<file path="src/hw/rtl/rash_pkg.sv">
// ----------------------------------------------------------------------------
// Range append sequence hash package
// Shared widths, codes, state type and the control bundle of the hash ring.
// ----------------------------------------------------------------------------
package rash_pkg;

    // Number of hash positions kept in the ring of cells.
    localparam int POSITIONS = 256;

    localparam int HASH_W  = 64;
    localparam int SYM_W   = 32;
    localparam int FIELD_W = 8;
    localparam int CFG_W   = 9;
    localparam int POS_W   = (POSITIONS > 1) ? $clog2(POSITIONS) : 1;
    localparam int COUNT_W = (POS_W + 1 > CFG_W) ? POS_W + 1 : CFG_W;

    localparam logic [POS_W-1:0] LAST_STEP = POS_W'(POSITIONS - 1);
    localparam logic [CFG_W-1:0] CFG_RESET = CFG_W'(256);

    // Item modes.
    localparam logic MODE_APPEND  = 1'b0;
    localparam logic MODE_COMPARE = 1'b1;

    typedef enum logic [1:0] {
        ST_IDLE,
        ST_PASS,
        ST_DONE
    } state_t;

    // Everything the head unit needs for one step of a pass.
    typedef struct packed {
        logic                 shift_en;
        logic                 mode;
        logic [POS_W-1:0]     step;
        logic [COUNT_W-1:0]   count;
        logic [FIELD_W-1:0]   range_first;
        logic [FIELD_W-1:0]   range_last;
        logic [SYM_W-1:0]     symbol;
        logic [FIELD_W-1:0]   pos_a;
        logic [FIELD_W-1:0]   pos_b;
        logic                 pend_valid;
        logic [FIELD_W-1:0]   pend_a;
        logic [FIELD_W-1:0]   pend_b;
    } head_ctrl_t;

endpackage

</file>
<file path="src/hw/rtl/rash_cell.sv">
// ----------------------------------------------------------------------------
// Hash ring cell
// Holds one 64-bit hash and takes its neighbor's hash on every shift.
// ----------------------------------------------------------------------------
module rash_cell (
    input  logic                        clk,
    input  logic                        rst_n,
    input  logic                        shift_en,
    input  logic [rash_pkg::HASH_W-1:0] hash_in,
    output logic [rash_pkg::HASH_W-1:0] hash_out
);

    logic [rash_pkg::HASH_W-1:0] hash_reg;
    logic [rash_pkg::HASH_W-1:0] hash_next;

    always_comb
    begin
        hash_next = shift_en ? hash_in : hash_reg;
    end

    always_ff @(posedge clk or negedge rst_n)
    begin
        if (!rst_n)
        begin
            hash_reg <= '0;
        end
        else
        begin
            hash_reg <= hash_next;
        end
    end

    assign hash_out = hash_reg;

endmodule

</file>
<file path="config.mk">
export PLATFORM = sky130hd
export DESIGN_NAME = rash_cell
export DESIGN_NICKNAME = d
export VERILOG_FILES = /design/src/hw/rtl/rash_pkg.sv /design/src/hw/rtl/rash_cell.sv
export SDC_FILE = /design/constraint.sdc
export NUM_CORES = 1
export LEC_CHECK = 0
export ABC_AREA = 1
export BUFFER_PORTS_ARGS = -buffer_cell sky130_fd_sc_hd__buf_2
export CAP_MARGIN = 20
export CORE_MARGIN = 2
export CORE_UTILIZATION = 44
export DETAILED_ROUTE_END_ITERATION = 8
export PLACE_DENSITY = 0.79
export SLEW_MARGIN = 5
export SYNTH_ARGS = -nofsm -noshare
export SYNTH_HDL_FRONTEND = slang
export SYNTH_SLANG_ARGS = --single-unit
export TNS_END_PERCENT = 50
</file>
<file path="constraint.sdc">
create_clock -name clk -period 0.8 [get_ports clk]
set_input_delay 0.16 -clock clk [delete_from_list [all_inputs] [get_ports clk]]
set_output_delay 0.16 -clock clk [all_outputs]
set_load 0.01 [all_outputs]
</file>
**Word level (Yosys, flattened, before mapping)**

Index checks and enable logic that the tools add are counted.

- Input port bits: 67
- Output and inout bits: 64
- Register bits after elaboration: 64
- Word-level logic and storage cells: 1

**Logic depth before layout (Yosys ltp)**

- Depth in word-level cells: 0
- Mapped depth: 4
- Mapped depth without buffers: 3

**Least setup slack after synthesis**

Ideal clock, no wire load.

- Kind: input to register
- Start: input port shift_en
- End: register hash_reg (netlist bit hash_out[10])
- Buffers on the path: 2
- Cell stages on the path: 4
- Arrival time: 0.553 ns
- Library setup time: 0.117 ns
- Required time: 0.683 ns
- Path slack: 0.130 ns
- Cell sequence: buf_4 > clkbuf_8 > nand2_1 > nand2_1

RTL lines:

| what | line | source |
|---|---|---|
| start: declaration | rash_cell.sv:8 | `input logic shift_en,` |
| end signal: assignment | rash_cell.sv:29 | `hash_reg <= hash_next;` |
| end: declaration | rash_cell.sv:13 | `logic [rash_pkg::HASH_W-1:0] hash_reg;` |

**Final worst setup path**

- Start: register hash_reg (netlist bit hash_out[17])
- End: output port hash_out[17] (netlist name)

RTL lines:

| what | line | source |
|---|---|---|
| end: declaration | rash_cell.sv:10 | `output logic [rash_pkg::HASH_W-1:0] hash_out` |

No word-level cell between the ends.

==> flow_summary_export.csv <==
group,metric,value,unit
timing,setup_tns,-12.95,ns
synthesis,post-synth-top-area-cell,"dfrtp_1",
floorplanning,dieArea,0.00617,mm2
finish,fill_cells,452,
synthesis,yosys_warnings,0,
floorplanning,initial_core_util,45.0,%
finish,nNetsFinal,492,
synthesis,ys_ff_latch,64,
finish,drive_gt1_share,39.8,%
grt,gr-total-overflow,0,
power,power.internal,0.00534,W
hold_path,min-delay-start,"hash_in[15]",
timing,fmax,0.978,GHz
grt,track_usage,18.2,%
placement,dp_hpwl,3880,um
clock_network,cts_made_buffers,9,
power,finalPower,0.00726,W
power,pwr-share-seq,50.7,%
worst_setup_path,r2r-end,"hash_out[58]",
hold_path,min_to,"hash_out[15]",
worst_setup_path,crit_required,0.64,ns
hold_path,min_path_cells,3,
drt,detail-route-antenna-nets,0,
worst_setup_path,path_cells,"buf_2",
drt,routed_wl,5560,um
synthesis,synth_cells,270,
drt,vias,2204,
worst_setup_path,crit_family,"flip-flops",
clock_network,cts_tree,"built",
timing,hold_viol_final,0,
status,outcome,"complete, but fails checks",
power,switching_share,26.5,%
synthesis,ys_seq_area_share,65.5,%
floorplanning,num_rows,27,
synthesis,yosys.area.top_type_share,65.5,%
timing,finClkSkew,0,ns
worst_setup_path,cp.depth,1,
clock_network,clock-sinks,64,
floorplanning,core,0.00544,mm2
clock_network,cts_root_buf,"clkbuf_8",
synthesis,syn_area_per_cell,9.06,um2
worst_setup_path,arrival,0.86,ns
clock_network,clk_pin_slew,0.07,ns
worst_setup_path,slowest_delay,0.39,ns
finish,n_antenna_cell,0,
finish,area_delta_synth_final,44.9,%
timing,finalCriticalPeriod,1.02,ns
timing,setup_viol,65,
worst_setup_path,critPathKind,"register to output port",
worst_setup_path,startpoint_type,"register",
worst_setup_path,path_max_fanout,2,
drt,first_iter_violations,116,
placement,post-place-cells,465,
placement,placed_cell_area,0.00319,mm2
finish,finalInstanceArea,0.00354,mm2
finish,largest_reg_flops,64,
drt,viasPerCell,4.39,
drt,drcViolationCount,0,
power,p_comb_share,17.4,%
finish,multi_input_area,721,um2
synthesis,synth_fp_nets,337,
power,p_switching,0.00193,W
grt,grt_antenna_before_repair,0,
finish,final_cells,502,
drt,first_pass_iters,4,
finish,regArea,0.00160,mm2
synthesis,synth_edf_count,0,
grt,grt_pass1_wl,8730,um
timing,max-slew-margin-rel,87.5,%
timing,setup_ws,-0.222,ns
worst_setup_path,crit_buf_inv,1,
finish,finalCoreUtilization,65.1,%
floorplanning,die_w,78.6,um
floorplanning,die_height,78.6,um
synthesis,syn_area,0.00245,mm2
grt,grt_max_degree,38,
timing,slew_viol_final,0,
placement,place_congestion,0.786,
worst_setup_path,ff2ff_path_depth,4,
synthesis,synth_area_leaders,"dfrtp_1 65%, nand2_1 29%, clkbuf_8 3.4%",
synthesis,async_reset_ff_share,100,%
grt,grt_pass1_vias,2015,
drt,wl_per_cell,11.1,um
timing,rsz0062_at_grt,"true",
synthesis,synth_commonest_cells,"192 x nand2_1, 64 x dfrtp_1, 6 x buf_2, 6 x clkbuf_8",
worst_setup_path,r2r-start,"hash_out[58]",
worst_setup_path,worst-r2r-setup-slack,-0.04,ns
synthesis,yosys_most_used_dff,"dfrtp_1",
hold_path,hold_path_class,"primary input to register",
floorplanning,ios,131,
power,leakage,2.13,nW
placement,port_buffers,130,
worst_setup_path,cp-end-kind,"output port",
synthesis,synth.most_common_cell,"nand2_1",
power,power.density,2050,mW/mm2
worst_setup_path,slowest_stage,"dfrtp_1",
clock_network,insertion_delay,0.32,ns
flow_run,drv_cap,0,
clock_network,h-tree-depth,3,
clock_network,clock_path_buffers,2,
power,p_clk_share,32.0,%
timing,period_share,128,%
status,violations,"negative setup slack",
synthesis,yosysUniqueCellTypes,6,
timing,worst_pin_slew,0.187,ns
power,peakVddDrop,1180,uV
[cell type report]
| type | instances | share of cell area, % |
|---|---|---|
| clock buffer | 12 | 4.10 |
| clock inverter | 4 | 0.565 |
| inverter | 1 | 0.106 |
| multi-input combinational | 192 | 20.3 |
| sequential | 64 | 45.2 |
| tap | 72 | 2.54 |
| timing repair buffer | 157 | 27.2 |
[power groups by stage]
stage | registers, W | clock network [W] | logic, W
floorplan | 0.00387 | 0 | 0.000363
global placement | 0.00372 | 0 | 0.00110
detailed placement | 0.00373 | 0 | 0.00112
CTS | 0.00368 | 0.00239 | 0.00120
global route | 0.00370 | 0.00253 | 0.00141
finish | 0.00368 | 0.00232 | 0.00126
[kinds of logic (layout without fill, tap and decap cells)]
| kind of cell | count (synthesis) | in the layout | synth area share (%) |
|---|---|---|---|
| and+or+nand+nor | 192 | 192 | 29.5 |
| DFF | 64 | 64 | 65.5 |
| buffers and inverters | 14 | 174 | 5.06 |
[metal layers]
metal	track usage, %	routed length [um]
met1	21.3	2330
met2	31.3	2740
met3	4.71	399
met4	8.42	82
met5	0	0
[how the worst max path moves through the flow]
stage | startpoint | end | slack [ns]
2_1_floorplan | shift_en | hash_out[10] | 0.13
6_report | hash_out[17] | hash_out[17] | -0.22
4_1_cts | hash_out[17] | hash_out[17] | -0.24
3_3_place_gp | shift_en | hash_out[28] | 0.005
5_1_grt | hash_out[17] | hash_out[17] | -0.27
3_5_place_dp | shift_en | hash_out[25] | -0.03
[what timing repair did]
action,CTS,global route
buffers inserted,8,12
hold buffers,1,0
hold endpoints to repair,64,0
gates resized for setup,3,2
setup endpoints to repair,64,64
pin swaps,0,0
[cell usage in the layout, fill, tap and decap left out]
| cell | instances |
|---|---|
| clkbuf_8 | 10 |
| dlygate4sd3_1 | 1 |
| clkbuf_1 | 2 |
| buf_6 | 5 |
| nand2_1 | 192 |
| buf_4 | 20 |
| inv_2 | 1 |
| buf_2 | 125 |
| dfrtp_1 | 64 |
| clkinv_2 | 4 |
| buf_12 | 6 |
[stage by stage]
step / hold WS (ns) / worst slack, ns
2_1_floorplan: -0.136 / 0.130
6_report: 0.0271 / -0.222
4_1_cts: 0.0147 / -0.238
3_5_place_dp: 0.166 / -0.0285
5_1_grt: 0.0179 / -0.269
3_3_place_gp: 0.163 / 0.00534
No activity file was read; power rests on OpenSTA's default activity.
