`config.mk`:
```
export PLATFORM = sky130hd
export DESIGN_NAME = rash_head
export DESIGN_NICKNAME = d
export VERILOG_FILES = /design/src/hw/rtl/rash_pkg.sv /design/src/hw/rtl/rash_head.sv
export SDC_FILE = /design/constraint.sdc
export NUM_CORES = 1
export LEC_CHECK = 0
export BUFFER_PORTS_ARGS = -buffer_cell sky130_fd_sc_hd__buf_2
export CAP_MARGIN = 30
export CORE_MARGIN = 1.5
export CORE_UTILIZATION = 53
export DETAILED_ROUTE_END_ITERATION = 6
export PLACE_DENSITY = 0.82
export SYNTH_ARGS = -nofsm -noshare
export SYNTH_HDL_FRONTEND = slang
export SYNTH_SLANG_ARGS = --single-unit
```
`constraint.sdc`:
```
create_clock -name clk -period 5.5 [get_ports clk]
set_input_delay 0.275 -clock clk [delete_from_list [all_inputs] [get_ports clk]]
set_output_delay 0.275 -clock clk [all_outputs]
set_load 0.01 [all_outputs]
```
`src/hw/rtl/rash_pkg.sv`:
```
// ----------------------------------------------------------------------------
// Range append sequence hash package
// Shared widths, codes, state type and the control bundle of the hash ring.
// ----------------------------------------------------------------------------
package rash_pkg;

    // Number of hash positions kept in the ring of cells.
    localparam int POSITIONS = 256;

    localparam int HASH_W  = 64;
    localparam int SYM_W   = 32;
    localparam int FIELD_W = 8;
    localparam int CFG_W   = 9;
    localparam int POS_W   = (POSITIONS > 1) ? $clog2(POSITIONS) : 1;
    localparam int COUNT_W = (POS_W + 1 > CFG_W) ? POS_W + 1 : CFG_W;

    localparam logic [POS_W-1:0] LAST_STEP = POS_W'(POSITIONS - 1);
    localparam logic [CFG_W-1:0] CFG_RESET = CFG_W'(256);

    // Item modes.
    localparam logic MODE_APPEND  = 1'b0;
    localparam logic MODE_COMPARE = 1'b1;

    typedef enum logic [1:0] {
        ST_IDLE,
        ST_PASS,
        ST_DONE
    } state_t;

    // Everything the head unit needs for one step of a pass.
    typedef struct packed {
        logic                 shift_en;
        logic                 mode;
        logic [POS_W-1:0]     step;
        logic [COUNT_W-1:0]   count;
        logic [FIELD_W-1:0]   range_first;
        logic [FIELD_W-1:0]   range_last;
        logic [SYM_W-1:0]     symbol;
        logic [FIELD_W-1:0]   pos_a;
        logic [FIELD_W-1:0]   pos_b;
        logic                 pend_valid;
        logic [FIELD_W-1:0]   pend_a;
        logic [FIELD_W-1:0]   pend_b;
    } head_ctrl_t;

endpackage

```
`src/hw/rtl/rash_head.sv`:
```
// ----------------------------------------------------------------------------
// Hash ring head unit
// Updates the hash that passes the ring's head and captures compared hashes.
// ----------------------------------------------------------------------------
module rash_head (
    input  logic                        clk,
    input  logic                        rst_n,
    input  rash_pkg::head_ctrl_t        ctrl,
    input  logic [rash_pkg::HASH_W-1:0] hash_in,
    output logic [rash_pkg::HASH_W-1:0] hash_out,
    output logic [rash_pkg::HASH_W-1:0] hash_a,
    output logic [rash_pkg::HASH_W-1:0] hash_b
);

    logic [rash_pkg::COUNT_W-1:0] step_ext;
    logic                         clear_hit;
    logic                         in_range;
    logic [rash_pkg::HASH_W-1:0]  base_val;
    logic [rash_pkg::HASH_W-1:0]  sym_ext;
    logic                         hit_a;
    logic                         hit_b;
    logic [rash_pkg::HASH_W-1:0]  hash_a_reg;
    logic [rash_pkg::HASH_W-1:0]  hash_a_next;
    logic [rash_pkg::HASH_W-1:0]  hash_b_reg;
    logic [rash_pkg::HASH_W-1:0]  hash_b_next;

    always_comb
    begin
        step_ext = rash_pkg::COUNT_W'(ctrl.step);
        // A clear decided by the last compare is applied on this pass.
        clear_hit = ctrl.pend_valid &&
                    ((step_ext == rash_pkg::COUNT_W'(ctrl.pend_a)) ||
                     (step_ext == rash_pkg::COUNT_W'(ctrl.pend_b)));
        base_val = clear_hit ? '0 : hash_in;
        sym_ext  = {{(rash_pkg::HASH_W - rash_pkg::SYM_W){ctrl.symbol[rash_pkg::SYM_W-1]}},
                    ctrl.symbol};
        in_range = (ctrl.mode == rash_pkg::MODE_APPEND) &&
                   (step_ext >= rash_pkg::COUNT_W'(ctrl.range_first)) &&
                   (step_ext <= rash_pkg::COUNT_W'(ctrl.range_last)) &&
                   (step_ext < ctrl.count);
        // Multiplying by 257 is a shift by eight plus the value itself.
        hash_out = in_range ? ((base_val << 8) + base_val + sym_ext) : base_val;

        hit_a = ctrl.shift_en && (ctrl.mode == rash_pkg::MODE_COMPARE) &&
                (step_ext == rash_pkg::COUNT_W'(ctrl.pos_a));
        hit_b = ctrl.shift_en && (ctrl.mode == rash_pkg::MODE_COMPARE) &&
                (step_ext == rash_pkg::COUNT_W'(ctrl.pos_b));
        hash_a_next = hit_a ? base_val : hash_a_reg;
        hash_b_next = hit_b ? base_val : hash_b_reg;
    end

    always_ff @(posedge clk or negedge rst_n)
    begin
        if (!rst_n)
        begin
            hash_a_reg <= '0;
            hash_b_reg <= '0;
        end
        else
        begin
            hash_a_reg <= hash_a_next;
            hash_b_reg <= hash_b_next;
        end
    end

    assign hash_a = hash_a_reg;
    assign hash_b = hash_b_reg;

endmodule

```
# Word-level counts from Yosys, hierarchy flattened
# Cells that the tools add are included.
[classes]
addsub = 2
n_lt_le_gt_ge = 3
n_eq_ne = 4
muxes = 2
n_bitwise = 1
reduce_logical = 8
[ops]
columns = ["cell", "count"]
rows = [
  ["64-bit adder", 2],
  ["64-bit two-way mux", 2],
  ["8-bit equality test", 4],
  ["8-bit by 9-bit less-than comparator with 1-bit output", 1],
  ["8-bit >= comparator", 1],
  ["8-bit <= comparator", 1],
  ["1-bit logical AND", 7],
  ["1-bit logical OR", 1],
  ["1-bit NOT", 1],
]
[totals]
regBits = 128
out_inout_bits = 192
wordCells = 22

# Depth between registers and ports, before layout
# Gate-level depths: netlist of the first run.
[logic_depth]
ltp_word = 7
ltp_mapped = 22

# Worst setup path after synthesis of the first run
# No wires, ideal clock.
[synth_path]
path_kind = "input to output"
from = "in ctrl[90] (netlist name)"
to = "out hash_out[55] (netlist name)"
arrival_ps = 4454
slack_ps = 771
path_stages = 20
n_path_buf = 3
path_cell_list = "clkbuf_1 xnor2_1 nand4_1 o22ai_1 nand2_1 clkbuf_1 clkbuf_1 nand2_1 inv_1 fa_1 ha_1 a21oi_4 o21ai_2 or3_1 or3_4 and3_4 o21bai_4 a211oi_2 or4_1 nand3_1"
[synth_via]
elab_chain_len = 7
[synth_lines]
columns = ["item", "line_no", "rtl"]
rows = [
  ["from (decl)", "rash_head.sv:8", "input rash_pkg::head_ctrl_t ctrl,"],
  ["8-bit equality test, on equally long branches", "rash_head.sv:32, rash_head.sv:33", ""],
  ["1-bit logical OR (*)", "rash_head.sv:32", "((step_ext == rash_pkg::COUNT_W'(ctrl.pend_a)) ||"],
  ["1-bit logical AND (*)", "rash_head.sv:31", "clear_hit = ctrl.pend_valid &&"],
  ["64-bit two-way mux (*)", "rash_head.sv:34", "base_val = clear_hit ? '0 : hash_in;"],
  ["net base_val (one bit)", "rash_head.sv:18", "logic [rash_pkg::HASH_W-1:0] base_val;"],
  ["64-bit adder (*) (2 in series)", "rash_head.sv:42", "hash_out = in_range ? ((base_val << 8) + base_val + sym_ext) : base_val;"],
  ["64-bit two-way mux (*)", "rash_head.sv:42", ""],
  ["to (decl)", "rash_head.sv:10", "output logic [rash_pkg::HASH_W-1:0] hash_out,"],
]
# The timed path passes the listed nets; every way through them passes the cells marked *.

# Worst setup path after layout of the first run
[layout_path]
from = "in ctrl[93] (netlist name)"
to = "out hash_out[61] (netlist name)"
# Same word-level chain as after synthesis.

==> results of run 1 <==
[layout make-up]
class / instances / area [sq um]
flip-flops and latches: 128 / 3200
clock inverters: 14 / 143
clock buffers: 18 / 429
fillers: 1909 / 7450
repair buffers: 378 / 2000
multi-input cells: 1170 / 7950
well taps: 280 / 350
diodes: 2 / 5.00
inverters: 96 / 360
[critical path, cell delays in order]
cell	delay, ns
buf_2	0.23
xnor2_1	0.15
nand4_1	0.17
o22ai_4	0.30
nand2_4	0.20
buf_12	0.20
nand2_1	0.10
inv_1	0.14
fa_1	0.46
ha_1	0.43
and4_1	0.28
nand4_1	0.15
or3_1	0.38
o21ba_2	0.26
o21ai_1	0.13
a21oi_2	0.26
o211ai_1	0.21
o21a_1	0.23
o211ai_1	0.19
buf_2	0.17
[cells in the final DEF (no fill, tap or decap), types with 7 or more instances in the layout]
master	instances
a21o_1	42
a21oi_1	82
a31o_2	12
and2_1	8
and3_1	10
buf_2	356
buf_4	16
clkbuf_16	17
dfrtp_1	128
fa_1	47
ha_1	95
inv_1	96
nand2_1	301
nand2b_1	10
nand3_1	19
nand4_1	26
nor2_1	41
nor2b_1	7
nor3_1	12
o211ai_1	11
o21a_1	10
o21ai_0	213
o21ai_1	7
o21bai_1	11
or3_1	11
xnor2_1	72
xor2_1	24
[cells by family (layout without fill, tap and decap cells)]
logic type      Yosys count  after routing
compound gates          450            450
xor+xnor                 96             96
fa+ha+maj               143            143
buf+inv                 178            506
flops                   128            128
mux                       3              3
other cells               0              2
simple gates            477            478
[timing repair]
| item | in CTS | in global routing |
|---|---|---|
| hold buffers | 1 | 0 |
| resized for setup | 0 | 10 |
| endpoints found under the hold margin | 60 | 0 |
| endpoints found under the setup margin | 0 | 13 |
| setup buffers | 0 | 1 |
[metal layers]
metal | share of wire | up-vias | track usage
met3 | 0.077 | 76 | 0.0603
li1 | - | 5740 | -
met4 | 0.024 | 0 | 0.101
met1 | 0.43 | 5823 | 0.482
met5 | 0 | - | 0
met2 | 0.47 | 586 | 0.565
[metrics by stage]
stage               cells  cell area (sq um)
floorplan            1475              11800
global placement     2049              13800
detailed placement   2049              13800
CTS                  2082              14400
global route         2085              14400
finish               2086              14400
[synthesized netlist by cell type (3+ instances only)]
cell type / n
xor2_1: 24
a21o_1: 42
o2111ai_1: 5
o221ai_1: 3
nor4_1: 3
clkbuf_2: 4
o21a_1: 10
or4_1: 4
xnor2_1: 72
buf_2: 4
a21oi_1: 83
and3_1: 10
nor2_1: 41
nor3_1: 12
buf_1: 3
o31ai_1: 5
o21ai_0: 214
a211oi_2: 3
nor2b_1: 7
o21bai_1: 11
or2_2: 5
o211ai_1: 11
nand4_1: 26
nand2_1: 302
nand2b_1: 10
a211oi_1: 4
and2_1: 8
mux2i_1: 3
ha_1: 96
a31oi_1: 6
o21ai_2: 3
a31o_2: 12
fa_1: 47
dfrtp_1: 128
or3_1: 11
and4_1: 5
o21ai_1: 6
nand3_1: 19
a211o_1: 3
clkbuf_1: 61
buf_6: 4
inv_1: 96
[final timing paths]
path                                          end  depth (start not counted)
max                                  hash_out[61]                         20
min                        hash_a[42]$_DFFE_PN0P_                          3
max reg2reg                hash_b[27]$_DFFE_PN0P_                          2
min reg2reg                hash_a[19]$_DFFE_PN0P_                          2
max in group asynchronous  hash_a[61]$_DFFE_PN0P_                          3
min in group asynchronous  hash_a[19]$_DFFE_PN0P_                          2
[power breakdown]
part	switching (mW)	internal, mW
Combinational	1.05	0.674
Sequential	0.0229	0.985
Clock	0.476	0.665
==> results.yml, run 1 <==
run_status:
  status: "complete, but fails checks"
  violations: "design-rule violations"
synthesis:
  syn_inst: 1475
  synth.area.top_cells: "dfrtp_1 27%, ha_1 10%, nand2_1 9.6%"
  synth_fa_ha_area_frac: 0.181
  yosysUniqueCellTypes: 83
  syn-num-nets: 1784
  synth_edf_count: 0
  synth_ff_type: "dfrtp_1"
  synth_top_cell_by_area: "dfrtp_1"
  async_reset_ff_frac: 1.00
  yosysWarnings: 0
  yosys.area_share.simple: 0.180
  synth_top_family_by_area: "compound AO/OA/AOI/OAI gates"
  ys_seq_area_frac: 0.271
  synth_top_area_frac: 0.271
  ys_ff_latch: 128
  syn_area_per_cell_sq_um: 8.02
  synth_mux_area_frac: 0.00254
  syn_area_sq_um: 11800
  synthXorXnorAreaFrac: 0.0711
  synth-compound-area-share: 0.231
floorplan:
  die_y_um: 152
  core_area_sq_um: 21900
  dieArea_sq_um: 23200
  rows: 54
  die_x_um: 152
  start_util: 0.541
  pin_count: 358
power:
  report.power.total_mw: 3.87
  powerDensity_nw_per_um2: 268
  ir_drop_mv: 0.193
  leakage_nw: 7.54
global_routing:
  track_usage: 0.349
  first_global_vias: 11700
  grt_max_degree: 79
  antenna_found_initial: 1
  grt.overflow.total: 0
  grt_pass1_wl_um: 64200
route:
  via_per_inst: 5.86
  wl_per_cell_um: 19.5
  drc: 1
  ant_nets: 0
  wl_um: 40700
  drt-pass1-iter-count: 7
  vias: 12200
  drtIter0Drc: 1275
worst_setup_path:
  crit_fanout: 13
  crit_start: "ctrl[93]"
  reg2reg_from: "hash_b[27]$_DFFE_PN0P_"
  critical_path_arrival_ns: 4.93
  rrSetupSlack_ns: 4.78
  cp-start-kind: "input port"
  critPathCaptureType: "output port"
  critPathKind: "input port to output port"
  required_ns: 5.22
clock_network:
  cts_max_level: 4
  cts_buffer_depth: 2
  clkLatencyLatePin_ns: 0.42
  path_clk_slew_ns: 0.06
  cts_tree: "yes"
  cts_root_buf: "clkbuf_16"
  cts_sinks: 128
  numCtsBuffers: 17
finish:
  utilization: 0.660
  areaGrowthSynthToFinish_pct: 22.0
  nNetsFinal: 2100
  final_layout_size_suffix_gt1_frac: 0.254
timing:
  finalWorstSetupSlack_ns: 0.295
  clock_skew_ns: 0
  timing.final.crit_period_ns: 5.20
  worst_slew_pin_slew_ns: 1.06
  slew-limit-headroom: 0.292
  fmax_mhz: 192
  final.setup.tns_ns: 0
  post-route-period-util: 0.946
  finalHoldViolCount: 0
  whs_ns: 0.144
  final-max-slew-violation-count: 0
  rsz0062_at_grt: "false"
  setup_viol: 0
placed_design:
  place_hpwl_um: 32500
  portBuffers: 357
  gp_congestion: 0.966
  dpl_worst_slack_ns: 0.150
min_path:
  min_path_type: "input port to register"
  min_from: "hash_in[42]"
job:
  drv_cap: 0
No activity file was read; power rests on OpenSTA's default activity.
==> inputs of run 2 (changes only) <==
Clock period 5.5 ns to 5 ns, I/O delays scaled along.
==> results.yml, run 2 (same netlist as run 1, synthesis figures left out) <==
worst_setup_path:
  crit_fanout: 26
  path_cells: "buf_2, xnor2_1, nand4_1, o22ai_2, nand2_4, buf_12, nand2_1, inv_1, fa_1, ha_4, a21oi_2, o21ai_2, or3_1, or3_4, and3_4, o21bai_4, a211oi_4, buf_4, or4_1, nand3_2, buf_2"
  max_stage_delay_ns: 0.55
  cp-start-kind: "input port"
  reg2reg_from: "hash_a[11]$_DFFE_PN0P_"
  required_ns: 4.75
  critPathCaptureType: "output port"
  critical_path_arrival_ns: 4.57
  crit_start: "ctrl[96]"
  critPathKind: "input port to output port"
  crit_slowest_cell: "fa_1"
  path_common_cell: "buf_2"
run_status:
  status: "finished, final reports clean"
clock_network:
  clkLatencyLatePin_ns: 0.43
  cts_buffer_depth: 2
  cts_max_level: 4
  cts_tree: "yes"
  path_clk_slew_ns: 0.06
  cts_sinks: 128
  numCtsBuffers: 17
  cts_root_buf: "clkbuf_16"
floorplan:
  rows: 54
  core_area_sq_um: 21900
  start_util: 0.541
  die_x_um: 152
  pin_count: 358
  dieArea_sq_um: 23200
  die_y_um: 152
placed_design:
  portBuffers: 357
  gp_congestion: 0.989
  dpl_worst_slack_ns: 0.0299
  place_hpwl_um: 33600
route:
  via_per_inst: 5.91
  wl_um: 42200
  drtIter0Drc: 1291
  ant_nets: 0
  drt-pass1-iter-count: 6
  drc: 0
  wl_per_cell_um: 19.8
  vias: 12600
min_path:
  min_from: "hash_in[42]"
  min_path_type: "input port to register"
power:
  leakage_nw: 7.88
  ir_drop_mv: 0.236
  powerDensity_nw_per_um2: 303
global_routing:
  grt_max_degree: 92
  grt_pass1_wl_um: 66000
  first_global_vias: 12200
  antenna_found_initial: 3
  grt.overflow.total: 0
  track_usage: 0.358
finish:
  nFillCells: 1833
  final-seq-area_sq_um: 3200
  final_layout_size_suffix_gt1_frac: 0.293
  nNetsFinal: 2152
  multi_input_area_sq_um: 8100
  areaGrowthSynthToFinish_pct: 27.4
  final_common_cell: "buf_2"
  utilization: 0.688
  final_cell_mix: "352 x buf_2, 293 x nand2_1, 211 x o21ai_0, 128 x dfrtp_1, 92 x inv_1"
timing:
  fmax_mhz: 208
  clock_skew_ns: 0
  setup_viol: 0
  final.setup.tns_ns: 0
  timing.final.crit_period_ns: 4.82
  slew-limit-headroom: 0.325
  post-route-period-util: 0.963
  final-max-slew-violation-count: 0
  worst_slew_pin_slew_ns: 1.01
  finalHoldViolCount: 0
  rsz0062_at_grt: "true"
  finalWorstSetupSlack_ns: 0.183
job:
  drv_cap: 0
==> run 2: cell types whose count changed in the layout (fill, tap and decap cells not counted), moves of 3 or more <==
cell	delta
xnor2_1	-5
buf_4	+53
clkinvlp_4	-3
ha_4	+3
ha_2	+3
inv_2	+4
inv_1	-4
buf_2	-4
ha_1	-6
clkbuf_8	+3
nand2_2	+7
xnor2_2	+5
nand2_1	-8
clkbuf_4	+4
==> run 2: timing repair <==
| item | in CTS | in global routing |
|---|---|---|
| buffers inserted | 0 | 2 |
| endpoints found under the setup margin | 0 | 23 |
| hold buffers | 1 | 0 |
| endpoints found under the hold margin | 68 | 0 |
| resized for setup | 0 | 52 |
==> run 2: area by class of cell <==
| class | count | area share |
|---|---|---|
| Multi-Input combinational cell | 1169 | 0.537 |
| Clock buffer | 20 | 0.0310 |
| Sequential cell | 128 | 0.213 |
| Tap cell | 280 | 0.0232 |
| Timing Repair Buffer | 431 | 0.160 |
| Antenna cell | 2 | 0.000332 |
| Inverter | 96 | 0.0239 |
| Clock inverter | 12 | 0.0119 |
==> run 2: critical path: cells and delay by family <==
family                     cells  cell delay (ns)
AOI/OAI and AO/OA              5             0.72
buffers and inverters          5             0.77
adders and majority gates      2             0.78
xor gates and xnor gates       1             0.15
and+or+nand+nor                8             1.87
==> run 2: per-layer routing <==
metal,global-route usage,vias up,part of all wire
met5,0,-,0.00031
met4,0.111,2,0.031
met3,0.0680,97,0.088
met2,0.577,728,0.47
met1,0.489,5963,0.42
li1,-,5836,-
==> run 2: power breakdown <==
part	leakage [nW]	switching, mW	internal (mW)
Clock	0.309	0.519	0.877
Sequential	1.78	0.0251	1.08
Combinational	5.79	1.21	0.845
==> run 2: stage by stage <==
step	instances	power (mW)	cell area (sq um)	hold WS, ns
floorplan	1475	2.40	11800	-0.0456
global placement	2100	3.05	14200	0.284
detailed placement	2100	3.07	14200	0.294
CTS	2133	4.47	14800	0.110
global route	2138	4.81	15100	0.128
finish	2138	4.56	15100	0.116
==> run 2: worst paths after layout <==
kind,end,slack (ns),cells past startpoint
hold reg to reg,hash_b[59]$_DFFE_PN0P_,0.47,2
setup / recovery,hash_out[55],0.18,21
hold / removal,hash_a[42]$_DFFE_PN0P_,0.12,3
max in group asynchronous,hash_b[12]$_DFFE_PN0P_,3.38,3
setup reg to reg,hash_a[11]$_DFFE_PN0P_,4.29,2
min in group asynchronous,hash_a[11]$_DFFE_PN0P_,0.37,2
